$ cat config.mk
export PLATFORM = sky130hd
export DESIGN_NAME = arrival_jitter_monitor_adaptive_depth_core
export DESIGN_NICKNAME = d
export VERILOG_FILES = /design/src/rtl/core/ajm_pkg.sv /design/src/rtl/core/arrival_jitter_monitor_adaptive_depth_core.sv
export VERILOG_INCLUDE_DIRS = /design/src /design/src/rtl/core
export SDC_FILE = /design/constraint.sdc
export NUM_CORES = 2
export LEC_CHECK = 0
export ABC_AREA = 0
export BUFFER_PORTS_ARGS = -buffer_cell sky130_fd_sc_hd__buf_4
export CAP_MARGIN = 5
export CORE_ASPECT_RATIO = 1.1
export CORE_MARGIN = 2
export CORE_UTILIZATION = 35
export CTS_BUF_LIST = sky130_fd_sc_hd__clkbuf_16
export CTS_CLUSTER_DIAMETER = 50
export DETAILED_ROUTE_END_ITERATION = 6
export PLACE_DENSITY_LB_ADDON = 0.3
export SYNTH_ARGS = -nofsm -noshare
export SYNTH_HDL_FRONTEND = slang
export SYNTH_SLANG_ARGS = --single-unit
$ cat constraint.sdc
create_clock -name clk -period 11.8 [get_ports clk]
set_clock_uncertainty 0.15 [all_clocks]
set_input_delay 2.95 -clock clk [delete_from_list [all_inputs] [get_ports clk]]
set_output_delay 2.95 -clock clk [all_outputs]
set_load 0.1 [all_outputs]
$ cat src/rtl/core/arrival_jitter_monitor_adaptive_depth_core_defines.svh
// ----------------------------------------------------------------------------
// Assertion macros for the arrival jitter monitor
// Shared property forms, clocked on clk and quiet while rst is high.
// ----------------------------------------------------------------------------
`ifndef ARRIVAL_JITTER_MONITOR_ADAPTIVE_DEPTH_CORE_DEFINES_SVH
`define ARRIVAL_JITTER_MONITOR_ADAPTIVE_DEPTH_CORE_DEFINES_SVH

// Same-cycle implication.
`define AJM_ASSERT(label, ante, cons) \
  label: assert property (@(posedge clk) disable iff (rst) (ante) |-> (cons)) \
    else $error("ajm: same-cycle check failed");

// Next-cycle implication.
`define AJM_ASSERT_NEXT(label, ante, cons) \
  label: assert property (@(posedge clk) disable iff (rst) (ante) |=> (cons)) \
    else $error("ajm: next-cycle check failed");

`endif

$ cat src/rtl/core/ajm_pkg.sv
// ----------------------------------------------------------------------------
// ajm_pkg
// Beat types, opcodes, register indexes and thresholds of the jitter monitor.
// ----------------------------------------------------------------------------
package ajm_pkg;

  typedef struct packed {
    logic        opcode;
    logic [63:0] now_time_us;
    logic [31:0] stream_tag;
    logic [63:0] capture_time_us;
    logic        in_steady;
  } item_t;

  typedef struct packed {
    logic        accepted;
    logic [31:0] variance_us2;
    logic [7:0]  target_depth;
  } result_t;

  localparam logic OP_ARRIVAL = 1'b0;
  localparam logic OP_ADAPT   = 1'b1;

  localparam int CFG_IDX_W = 8;
  localparam int CFG_DATA_W = 16;
  localparam logic [CFG_IDX_W-1:0] REG_STALE_LIMIT = 8'd0;
  localparam logic [CFG_IDX_W-1:0] REG_START_TARGET = 8'd1;
  localparam logic [CFG_IDX_W-1:0] REG_MAX_TARGET = 8'd2;
  localparam logic [CFG_IDX_W-1:0] REG_MIN_TARGET = 8'd3;

  localparam logic [15:0] STALE_LIMIT_RST = 16'd0;
  localparam logic [7:0]  START_TARGET_RST = 8'd4;
  localparam logic [7:0]  MAX_TARGET_RST = 8'd16;
  localparam logic [7:0]  MIN_TARGET_RST = 8'd2;

  localparam logic [31:0] HIGH_VAR = 32'd25_000_000;
  localparam logic [31:0] LOW_VAR = 32'd1_000_000;
  localparam logic [63:0] RAISE_GAP_US = 64'd1_000_000;
  localparam logic [63:0] LOW_HOLD_US = 64'd10_000_000;
  localparam logic [9:0]  US_PER_MS = 10'd1000;

endpackage

$ cat src/rtl/core/arrival_jitter_monitor_adaptive_depth_core.sv
// ----------------------------------------------------------------------------
// Arrival jitter monitor with adaptive target depth
// Tracks inter-arrival intervals of one stream, keeps their variance and
// steps a target buffer depth between configured bounds.
// ----------------------------------------------------------------------------
//
//   channel | signals                          | direction | beat
//   --------+----------------------------------+-----------+------------------
//   item    | item_valid item_ready item       | in        | one command
//   result  | result_valid result_ready result | out       | one per command
//   cfg     | cfg_valid cfg_ready cfg_index    | in        | one register write
//           | cfg_data                         |           |
//
// An arrival that leaves two or more intervals in the window walks the
//   interval memory twice and runs the shared one-bit-per-cycle divider
//   twice (SUM_W and 64 steps), where SUM_W = 32 + clog2(WINDOW+1).
// One command is in flight at a time; item_ready is high only while idle.
// The result register lets a finished result wait while the next item enters.
// Reset (rst, synchronous) clears control state and loads register defaults.
// cfg_ready is always high; write registers only while the block is idle.
// ----------------------------------------------------------------------------
module arrival_jitter_monitor_adaptive_depth_core #(
  parameter int WINDOW = 16
) (
  input  logic                                clk,
  input  logic                                rst,
  input  logic                                item_valid,
  output logic                                item_ready,
  input  ajm_pkg::item_t                      item,
  output logic                                result_valid,
  input  logic                                result_ready,
  output ajm_pkg::result_t                    result,
  input  logic                                cfg_valid,
  output logic                                cfg_ready,
  input  logic [ajm_pkg::CFG_IDX_W-1:0]       cfg_index,
  input  logic [ajm_pkg::CFG_DATA_W-1:0]      cfg_data
);

`include "arrival_jitter_monitor_adaptive_depth_core_defines.svh"

  localparam int SLOT_W = (WINDOW > 1) ? $clog2(WINDOW) : 1;
  localparam int CNT_W = $clog2(WINDOW + 1);
  localparam int SUM_W = 32 + CNT_W;
  localparam int DVD_W = 64;
  localparam int STEP_W = $clog2(DVD_W + 1);
  localparam logic [CNT_W-1:0] FILL_MAX = CNT_W'(WINDOW);
  localparam logic [SLOT_W-1:0] SLOT_LAST = SLOT_W'(WINDOW - 1);

  // Sequencer states, one-hot.
  typedef enum logic [8:0] {
    S_IDLE   = 9'b000000001,
    S_CHECK  = 9'b000000010,
    S_STALE  = 9'b000000100,
    S_RECORD = 9'b000001000,
    S_SUM    = 9'b000010000,
    S_DIV    = 9'b000100000,
    S_DEV    = 9'b001000000,
    S_ADAPT  = 9'b010000000,
    S_DONE   = 9'b100000000
  } state_t;

  state_t state;

  // Configuration registers.
  logic [15:0] stale_limit_ms;
  logic [7:0]  start_target;
  logic [7:0]  max_target;
  logic [7:0]  min_target;

  // Stream state.
  logic              have_stream;
  logic [31:0]       active_stream;
  logic              have_previous;
  logic [63:0]       previous_arrival;
  logic [SLOT_W-1:0] write_slot;
  logic [CNT_W-1:0]  fill_count;
  logic [31:0]       variance_reg;
  logic [7:0]        depth_target;
  logic [63:0]       low_since;
  logic [63:0]       last_raise;

  // Interval memory: one write port, one registered read port.
  logic [31:0] interval_ring [WINDOW];
  logic [31:0] ring_q;
  logic        ring_we;

  // Walk and datapath registers.
  ajm_pkg::item_t   item_q;
  logic [CNT_W-1:0] idx;
  logic             pend;
  logic             pend2;
  logic [63:0]      age;
  logic             age_borrow;
  logic             stale_en;
  logic             res_accepted;
  logic [SUM_W-1:0] sum;
  logic [31:0]      mean;
  logic [63:0]      prod;
  logic [63:0]      acc;

  // Shared divider: dividend/quotient shift register and remainder.
  logic [DVD_W-1:0]  dvd;
  logic [CNT_W-1:0]  div_rem;
  logic [STEP_W-1:0] div_steps;
  logic              div_var_mode;

  // Combinational helpers.
  logic              restart;
  logic [26:0]       stale_thr;
  logic              is_stale;
  logic [63:0]       gap;
  logic [31:0]       gap_sat;
  logic [CNT_W-1:0]  fill_after;
  logic              issue;
  logic              walk_done;
  logic [CNT_W:0]    div_trial;
  logic [CNT_W:0]    div_diff;
  logic              div_ge;
  logic [31:0]       dev_abs;
  logic [63:0]       dev_sq;
  logic [64:0]       acc_sum;
  logic              adapt_on;
  logic              want_raise;
  logic              raise_ok;
  logic              hold_met;
  logic [63:0]       raise_gap;
  logic [63:0]       low_gap;
  logic              result_load;

  assign item_ready = (state == S_IDLE);
  assign cfg_ready  = 1'b1;

  // New or changed stream restarts the tracking state.
  assign restart = !have_stream || (item_q.stream_tag != active_stream);

  // age / 1000 > limit is the same as age >= (limit + 1) * 1000.
  assign stale_thr = ({11'd0, stale_limit_ms} + 27'd1) * {17'd0, ajm_pkg::US_PER_MS};
  assign is_stale  = stale_en && !age_borrow && (age >= {37'd0, stale_thr});

  // Interval since the previous arrival, wrapped at 64 bits, clamped to 32.
  assign gap     = item_q.now_time_us - previous_arrival;
  assign gap_sat = (gap[63:32] != 32'd0) ? 32'hFFFF_FFFF : gap[31:0];
  assign fill_after = (have_previous && (fill_count < FILL_MAX)) ?
                      fill_count + CNT_W'(1) : fill_count;
  assign ring_we = (state == S_RECORD) && have_previous;

  // Memory walk: issue one read a cycle; data lands in ring_q in the cycle after.
  assign issue     = ((state == S_SUM) || (state == S_DEV)) && (idx < fill_count);
  assign walk_done = (idx == fill_count) && !pend && !pend2;

  // Divider step: shift in one dividend bit, subtract the count if it fits.
  assign div_trial = {div_rem, dvd[DVD_W-1]};
  assign div_ge    = (div_trial >= {1'b0, fill_count});
  assign div_diff  = div_trial - {1'b0, fill_count};

  // Deviation about the truncated mean, squared in one registered multiply.
  assign dev_abs = (ring_q > mean) ? ring_q - mean : mean - ring_q;
  assign dev_sq  = dev_abs * dev_abs;
  assign acc_sum = {1'b0, acc} + {1'b0, prod};

  // Adapt decisions.
  assign adapt_on   = item_q.in_steady && (fill_count >= CNT_W'(2));
  assign want_raise = (variance_reg > ajm_pkg::HIGH_VAR) && (depth_target < max_target);
  assign raise_gap  = item_q.now_time_us - last_raise;
  assign low_gap    = item_q.now_time_us - low_since;
  assign raise_ok   = (last_raise == 64'd0) || (raise_gap > ajm_pkg::RAISE_GAP_US);
  assign hold_met   = (low_gap >= ajm_pkg::LOW_HOLD_US) && (depth_target > min_target);

  assign result_load = (state == S_DONE) && (!result_valid || result_ready);

  // Configuration writes; indexes past the list are dropped.
  always_ff @(posedge clk) begin
    if (rst) begin
      stale_limit_ms <= ajm_pkg::STALE_LIMIT_RST;
      start_target   <= ajm_pkg::START_TARGET_RST;
      max_target     <= ajm_pkg::MAX_TARGET_RST;
      min_target     <= ajm_pkg::MIN_TARGET_RST;
    end else if (cfg_valid) begin
      unique case (cfg_index)
        ajm_pkg::REG_STALE_LIMIT:  stale_limit_ms <= cfg_data;
        ajm_pkg::REG_START_TARGET: start_target <= cfg_data[7:0];
        ajm_pkg::REG_MAX_TARGET:   max_target <= cfg_data[7:0];
        ajm_pkg::REG_MIN_TARGET:   min_target <= cfg_data[7:0];
        default: ;
      endcase
    end
  end

  // Interval memory.
  always_ff @(posedge clk) begin
    if (ring_we) begin
      interval_ring[write_slot] <= gap_sat;
    end
    ring_q <= interval_ring[idx[SLOT_W-1:0]];
  end

  // Sequencer and stream state.
  always_ff @(posedge clk) begin
    if (rst) begin
      state            <= S_IDLE;
      have_stream      <= 1'b0;
      active_stream    <= 32'd0;
      have_previous    <= 1'b0;
      previous_arrival <= 64'd0;
      write_slot       <= '0;
      fill_count       <= '0;
      variance_reg     <= 32'd0;
      depth_target     <= ajm_pkg::START_TARGET_RST;
      low_since        <= 64'd0;
      last_raise       <= 64'd0;
      idx              <= '0;
      pend             <= 1'b0;
      pend2            <= 1'b0;
      result_valid     <= 1'b0;
    end else begin
      pend  <= issue;
      pend2 <= (state == S_DEV) && pend;
      if (issue) begin
        idx <= idx + CNT_W'(1);
      end
      // Raise the result beat when a new one lands; drop it once taken.
      if (result_load) begin
        result_valid <= 1'b1;
      end else if (result_ready) begin
        result_valid <= 1'b0;
      end

      unique case (state)
        S_IDLE: begin
          if (item_valid) begin
            state <= (item.opcode == ajm_pkg::OP_ADAPT) ? S_ADAPT : S_CHECK;
          end
        end
        S_CHECK: begin
          // Restart happens even when the packet goes on to be dropped.
          if (restart) begin
            have_stream      <= 1'b1;
            active_stream    <= item_q.stream_tag;
            have_previous    <= 1'b0;
            previous_arrival <= 64'd0;
            write_slot       <= '0;
            fill_count       <= '0;
            variance_reg     <= 32'd0;
            depth_target     <= start_target;
            low_since        <= 64'd0;
            last_raise       <= 64'd0;
          end
          state <= S_STALE;
        end
        S_STALE: begin
          state <= is_stale ? S_DONE : S_RECORD;
        end
        S_RECORD: begin
          if (have_previous) begin
            write_slot <= (write_slot == SLOT_LAST) ? '0 : write_slot + SLOT_W'(1);
          end
          fill_count       <= fill_after;
          have_previous    <= 1'b1;
          previous_arrival <= item_q.now_time_us;
          idx              <= '0;
          state            <= (fill_after >= CNT_W'(2)) ? S_SUM : S_DONE;
        end
        S_SUM: begin
          if (walk_done) begin
            state <= S_DIV;
          end
        end
        S_DIV: begin
          if (div_steps == '0) begin
            if (div_var_mode) begin
              // Clamp the quotient to 32 bits.
              variance_reg <= (dvd[63:32] != 32'd0) ? 32'hFFFF_FFFF : dvd[31:0];
              state        <= S_DONE;
            end else begin
              idx   <= '0;
              state <= S_DEV;
            end
          end
        end
        S_DEV: begin
          if (walk_done) begin
            state <= S_DIV;
          end
        end
        S_ADAPT: begin
          if (adapt_on) begin
            if (want_raise) begin
              // Rate limit: hold everything when the last raise is too recent.
              if (raise_ok) begin
                depth_target <= depth_target + 8'd1;
                last_raise   <= item_q.now_time_us;
                low_since    <= 64'd0;
              end
            end else if (variance_reg < ajm_pkg::LOW_VAR) begin
              if (low_since == 64'd0) begin
                low_since <= item_q.now_time_us;
              end else if (hold_met) begin
                depth_target <= depth_target - 8'd1;
                low_since    <= 64'd0;
              end
            end else begin
              low_since <= 64'd0;
            end
          end
          state <= S_DONE;
        end
        S_DONE: begin
          if (result_load) begin
            state <= S_IDLE;
          end
        end
        default: state <= S_IDLE;
      endcase
    end
  end

  // Datapath registers; no reset needed.
  always_ff @(posedge clk) begin
    if (state == S_IDLE && item_valid) begin
      item_q       <= item;
      res_accepted <= 1'b1;
    end
    if (state == S_CHECK) begin
      {age_borrow, age} <= {1'b0, item_q.now_time_us} - {1'b0, item_q.capture_time_us};
      stale_en <= (stale_limit_ms != 16'd0) && (item_q.capture_time_us != 64'd0);
    end
    if (state == S_STALE && is_stale) begin
      res_accepted <= 1'b0;
    end
    if (state == S_RECORD) begin
      sum <= '0;
    end
    if (state == S_SUM) begin
      if (pend) begin
        sum <= sum + SUM_W'(ring_q);
      end
      // Load the window sum into the top of the divider for the mean.
      if (walk_done) begin
        dvd          <= {sum, {(DVD_W - SUM_W){1'b0}}};
        div_rem      <= '0;
        div_steps    <= STEP_W'(SUM_W);
        div_var_mode <= 1'b0;
      end
    end
    if (state == S_DIV) begin
      if (div_steps != '0) begin
        dvd       <= {dvd[DVD_W-2:0], div_ge};
        div_rem   <= div_ge ? div_diff[CNT_W-1:0] : div_trial[CNT_W-1:0];
        div_steps <= div_steps - STEP_W'(1);
      end else if (!div_var_mode) begin
        mean <= dvd[31:0];
        acc  <= 64'd0;
      end
    end
    if (state == S_DEV) begin
      if (pend) begin
        prod <= dev_sq;
      end
      // Saturate the running sum of squares at 64 bits.
      if (pend2) begin
        acc <= acc_sum[64] ? 64'hFFFF_FFFF_FFFF_FFFF : acc_sum[63:0];
      end
      if (walk_done) begin
        dvd          <= acc;
        div_rem      <= '0;
        div_steps    <= STEP_W'(DVD_W);
        div_var_mode <= 1'b1;
      end
    end
    if (result_load) begin
      result.accepted     <= res_accepted;
      result.variance_us2 <= variance_reg;
      result.target_depth <= depth_target;
    end
  end

  `AJM_ASSERT(a_fill_bound, 1'b1, fill_count <= FILL_MAX)
  `AJM_ASSERT_NEXT(a_busy_after_accept, item_valid && item_ready, state != S_IDLE)
  `AJM_ASSERT(a_rem_below_count, state == S_DIV, div_rem < fill_count)
  `AJM_ASSERT(a_acc_monotone, state == S_DEV && $past(state) == S_DEV, acc >= $past(acc))

endmodule

==> summary.md <==
| Metric | Value |
|---|---|
| Most frequent cells in the layout | `inv_1 (1591), a21oi_1 (973), edfxtp_1 (875), fa_1 (855), nand2_1 (852)` |
| # DRC | `0` |
| Most frequent cell on the critical path | `fa_1` |
| Final hold vios | `0` |
| Min cycle time layout | `11.38 ns` |
| Die area | `0.315 mm²` |
| Clk buf depth | `4` |
| Post-synthesis sequential area ratio | `34.1%` |
| Seq cells post-synth | `1418` |
| R2R depth | `46` |
| Status | `completed` |
| Drt pass-1 iters | `6` |
| CTS tree | `yes` |
| Largest reg by FF count | `interval_ring` |
| Slew of the pin with the lowest slew margin | `1.27 ns` |
| Clk root buf | `clkbuf_16` |
| Mapped cell area | `0.109 mm²` |
| Cell Int Power | `0.00964 W` |
| Comb power frac | `15.8%` |
| Largest register FFs | `512` |
| WP data arrival | `11.79 ns` |
| CP max stage cell | `fa_1` |
| Crit. End Element | `register` |
| NetSw | `0.00389 W` |
| Ys Warns | `0` |
| Max-slew headroom | `14.4%` |
| Post-DP HPWL | `262 mm` |
| Worst path max stage delay | `0.58 ns` |
| Count of flip-flops with a built-in enable after synthesis | `875` |
| Netlist cell types | `106` |
| Via/cell ratio | `5.27` |
| Pin count of the biggest net entering global routing | `136` |
| Launch point of the worst reg-to-reg path | `ring_q[0]$_DFF_P_` |
| First DRT Iteration DRCs | `6427` |
| Wire per inst | `21.6 µm` |
| Global route overflow | `0` |
| IO Port Bufs | `233` |
| Synth async-reset ratio | `0%` |
| Row count | `214` |
| Chip width | `536 µm` |
| Antenna viol nets, final | `0` |
| Required time of the critical path | `12.20 ns` |
| Setup slack, reg-to-reg | `0.42 ns` |
| Clock-pin slew on the worst setup and hold paths | `0.06 ns` |
| Core Area | `0.309 mm²` |
| WHS | `0.294 ns` |
| Crit-path leading delay family | `adder cells` |
| Placer Congestion | `0.938` |
| Max Freq | `0.0878 GHz` |
| Hold path startpoint | `acc[62]$_DFF_P_` |
| Area Growth Syn to Fin | `15.5%` |
| Mapped Nets | `12.9k` |
| Post-layout net count | `13.4k` |
| GRT Resource Usage Total | `21.5%` |
| Initial antenna violation count | `20` |
| DP Area | `0.119 mm²` |
| Initial core utilization | `35.2%` |
| Worst r2r dst | `prod[63]$_DFFE_PP_` |
| Commonest non-fill, non-tap cell in the layout | `inv_1` |
| Final Max Slew Viols | `0` |
| Total clock sinks | `1418` |
| Final Power | `0.0135 W` |
| Count of final setup violators | `0` |
| Synth Flop Type | `edfxtp_1` |
| Clock network power share | `43.4%` |
| WHS Endpoint | `dvd[62]$_DFF_P_` |
| Biggest regs | `interval_ring x512, item_q x161` |
| Worst skew pair latency | `0.90 ns` |
| Switching Share | `28.7%` |
| Worst Hold Class | `register to register` |
| Hold Buf Count CTS | `0` |
| H-tree depth | `4` |
| Leak | `53.5 nW` |
| Most crowded layer after global routing | `met2` |
| Vias in the first global route | `84.0k` |
| Hold path depth | `2` |
| Die Height | `589 µm` |
| Total number of vias | `83.4k` |
| Syn avg cell area | `9.89 µm²` |
| Design area | `0.126 mm²` |
| Post-Syn Instances | `11.0k` |
| # IOs | `235` |
| CP max FO | `5` |
| Pwr dens | `108 mW/mm²` |
| Maximum vdd drop | `0.175 mV` |
| First-pass GRT wire length | `518 mm` |
| Sequential power share | `40.9%` |
| Startpoint Class | `register` |
| CTS Buf Count | `191` |
| Period utilisation layout | `96.5%` |
| Met2 Use GR | `36.0%` |
| WL final | `342 mm` |
| Worst Path Buf+Inv | `10` |
| GR Util met3 | `2.92%` |
| Maximum capacitance violations | `0` |
| M1 GR Usage | `27.7%` |
| CP Class | `register to register` |
| Layout cells sized above 1 | `12.8%` |
## power groups by stage
| stage | Sequential [W] | Clock [W] | Combinational, W |
|---|---|---|---|
| floorplan | 0.00558 | 0 | 0.00145 |
| global placement | 0.00563 | 0 | 0.00210 |
| detailed placement | 0.00563 | 0 | 0.00210 |
| CTS | 0.00552 | 0.00599 | 0.00210 |
| global route | 0.00553 | 0.00617 | 0.00233 |
| finish | 0.00553 | 0.00587 | 0.00213 |
## kinds of logic (layout without fill, tap and decap cells)
kind of cell             after synthesis  in the layout  share of synthesized area, %
AO/OA/AOI/OAI                       2376           2376                          13.6
XOR/XNOR                             465            465                          3.74
adder cells (fa/ha/maj)             1676           1676                          25.2
buffers and inverters               2031           2745                          7.07
flip-flops                          1418           1418                          34.1
multiplexers                         245            245                          4.11
other                                  1              9                       0.00345
AND/OR/NAND/NOR                     2790           2790                          12.2
## per-stage QoR
stage	worst slack, ns	TNS (ns)	utilization, %	instances
2_1_floorplan	0.336	0	-	11000
3_3_place_gp	-0.158	-0.507	38.4	15400
3_5_place_dp	-0.221	-0.835	38.4	15400
4_1_cts	0.00308	0	40.5	15800
5_1_grt	-0.0328	-0.0646	40.7	15800
6_report	0.415	0	40.7	15800
## Yosys cell counts, types with 43 or more instances
library cell  number  area share, %
and2_1            61           0.35
nand3_1          282            1.3
and3_1            66           0.38
mux4_2           160            3.3
xnor2_1          293            2.4
nor2_1           766            2.6
a21o_1           280            1.9
nand4_1          128           0.74
a22o_1            69           0.56
inv_1           1575            5.4
fa_1             860             16
xor2_1           172            1.4
clkbuf_1         392            1.4
nand2b_1         154           0.89
nor4_1           102           0.59
nor2b_1           84           0.48
ha_1             816            9.4
a211oi_1          62           0.43
o21ai_0          416            1.9
o21bai_1          72           0.50
mux2i_1           75           0.69
a31oi_1           74           0.43
a21oi_1          984            4.5
nor3_1           103           0.47
o21a_1            55           0.38
nand2_1          857            3.0
or4_1             43           0.30
dfxtp_1          543             10
edfxtp_1         875             24
## what timing repair did
item / 4_1_cts / 5_1_grt
endpoints found under the setup margin: 10 / 16
pin swaps: 6 / 29
hold endpoints to repair: 0 / 0
setup buffers: 7 / 10
resized for setup: 16 / 101
## worst max path at each step
stage / startpoint / endpoint / slack (ns) / cells after the start
floorplan: ring_q[0]$_DFF_P_ / prod[63]$_DFFE_PP_ / 0.34 / 48
global placement: ring_q[0]$_DFF_P_ / prod[60]$_DFFE_PP_ / -0.16 / 50
detailed placement: ring_q[0]$_DFF_P_ / prod[60]$_DFFE_PP_ / -0.22 / 47
CTS: mean[0]$_DFFE_PP_ / prod[63]$_DFFE_PP_ / 0.003 / 49
global route: ring_q[0]$_DFF_P_ / prod[63]$_DFFE_PP_ / -0.03 / 48
finish: ring_q[0]$_DFF_P_ / prod[63]$_DFFE_PP_ / 0.42 / 46
## worst min-delay path: cells and delay by family, from the launching register on
family / cells / cell delay, ns
flip-flops: 1 / 0.34
AND/OR/NAND/NOR: 1 / 0.06
AO/OA/AOI/OAI: 1 / 0.06
## per-layer routing
metal	wire [µm]	up-vias
met5	91	-
met4	17600	14
met3	19700	618
met2	162000	2406
met1	142000	41200
li1	-	39100
## area by class of cell
class                           instances  area, µm²
Fill cell                           30600     183000
Multi-Input combinational cell       7553      64700
Sequential cell                      1418      37200
Timing Repair Buffer                  805       6340
Inverter                             1584       5950
Tap cell                             4104       5130
Clock buffer                          196       4900
Clock inverter                        160       1520
Antenna cell                            8       20.0
(Power assumes the default switching activity.)
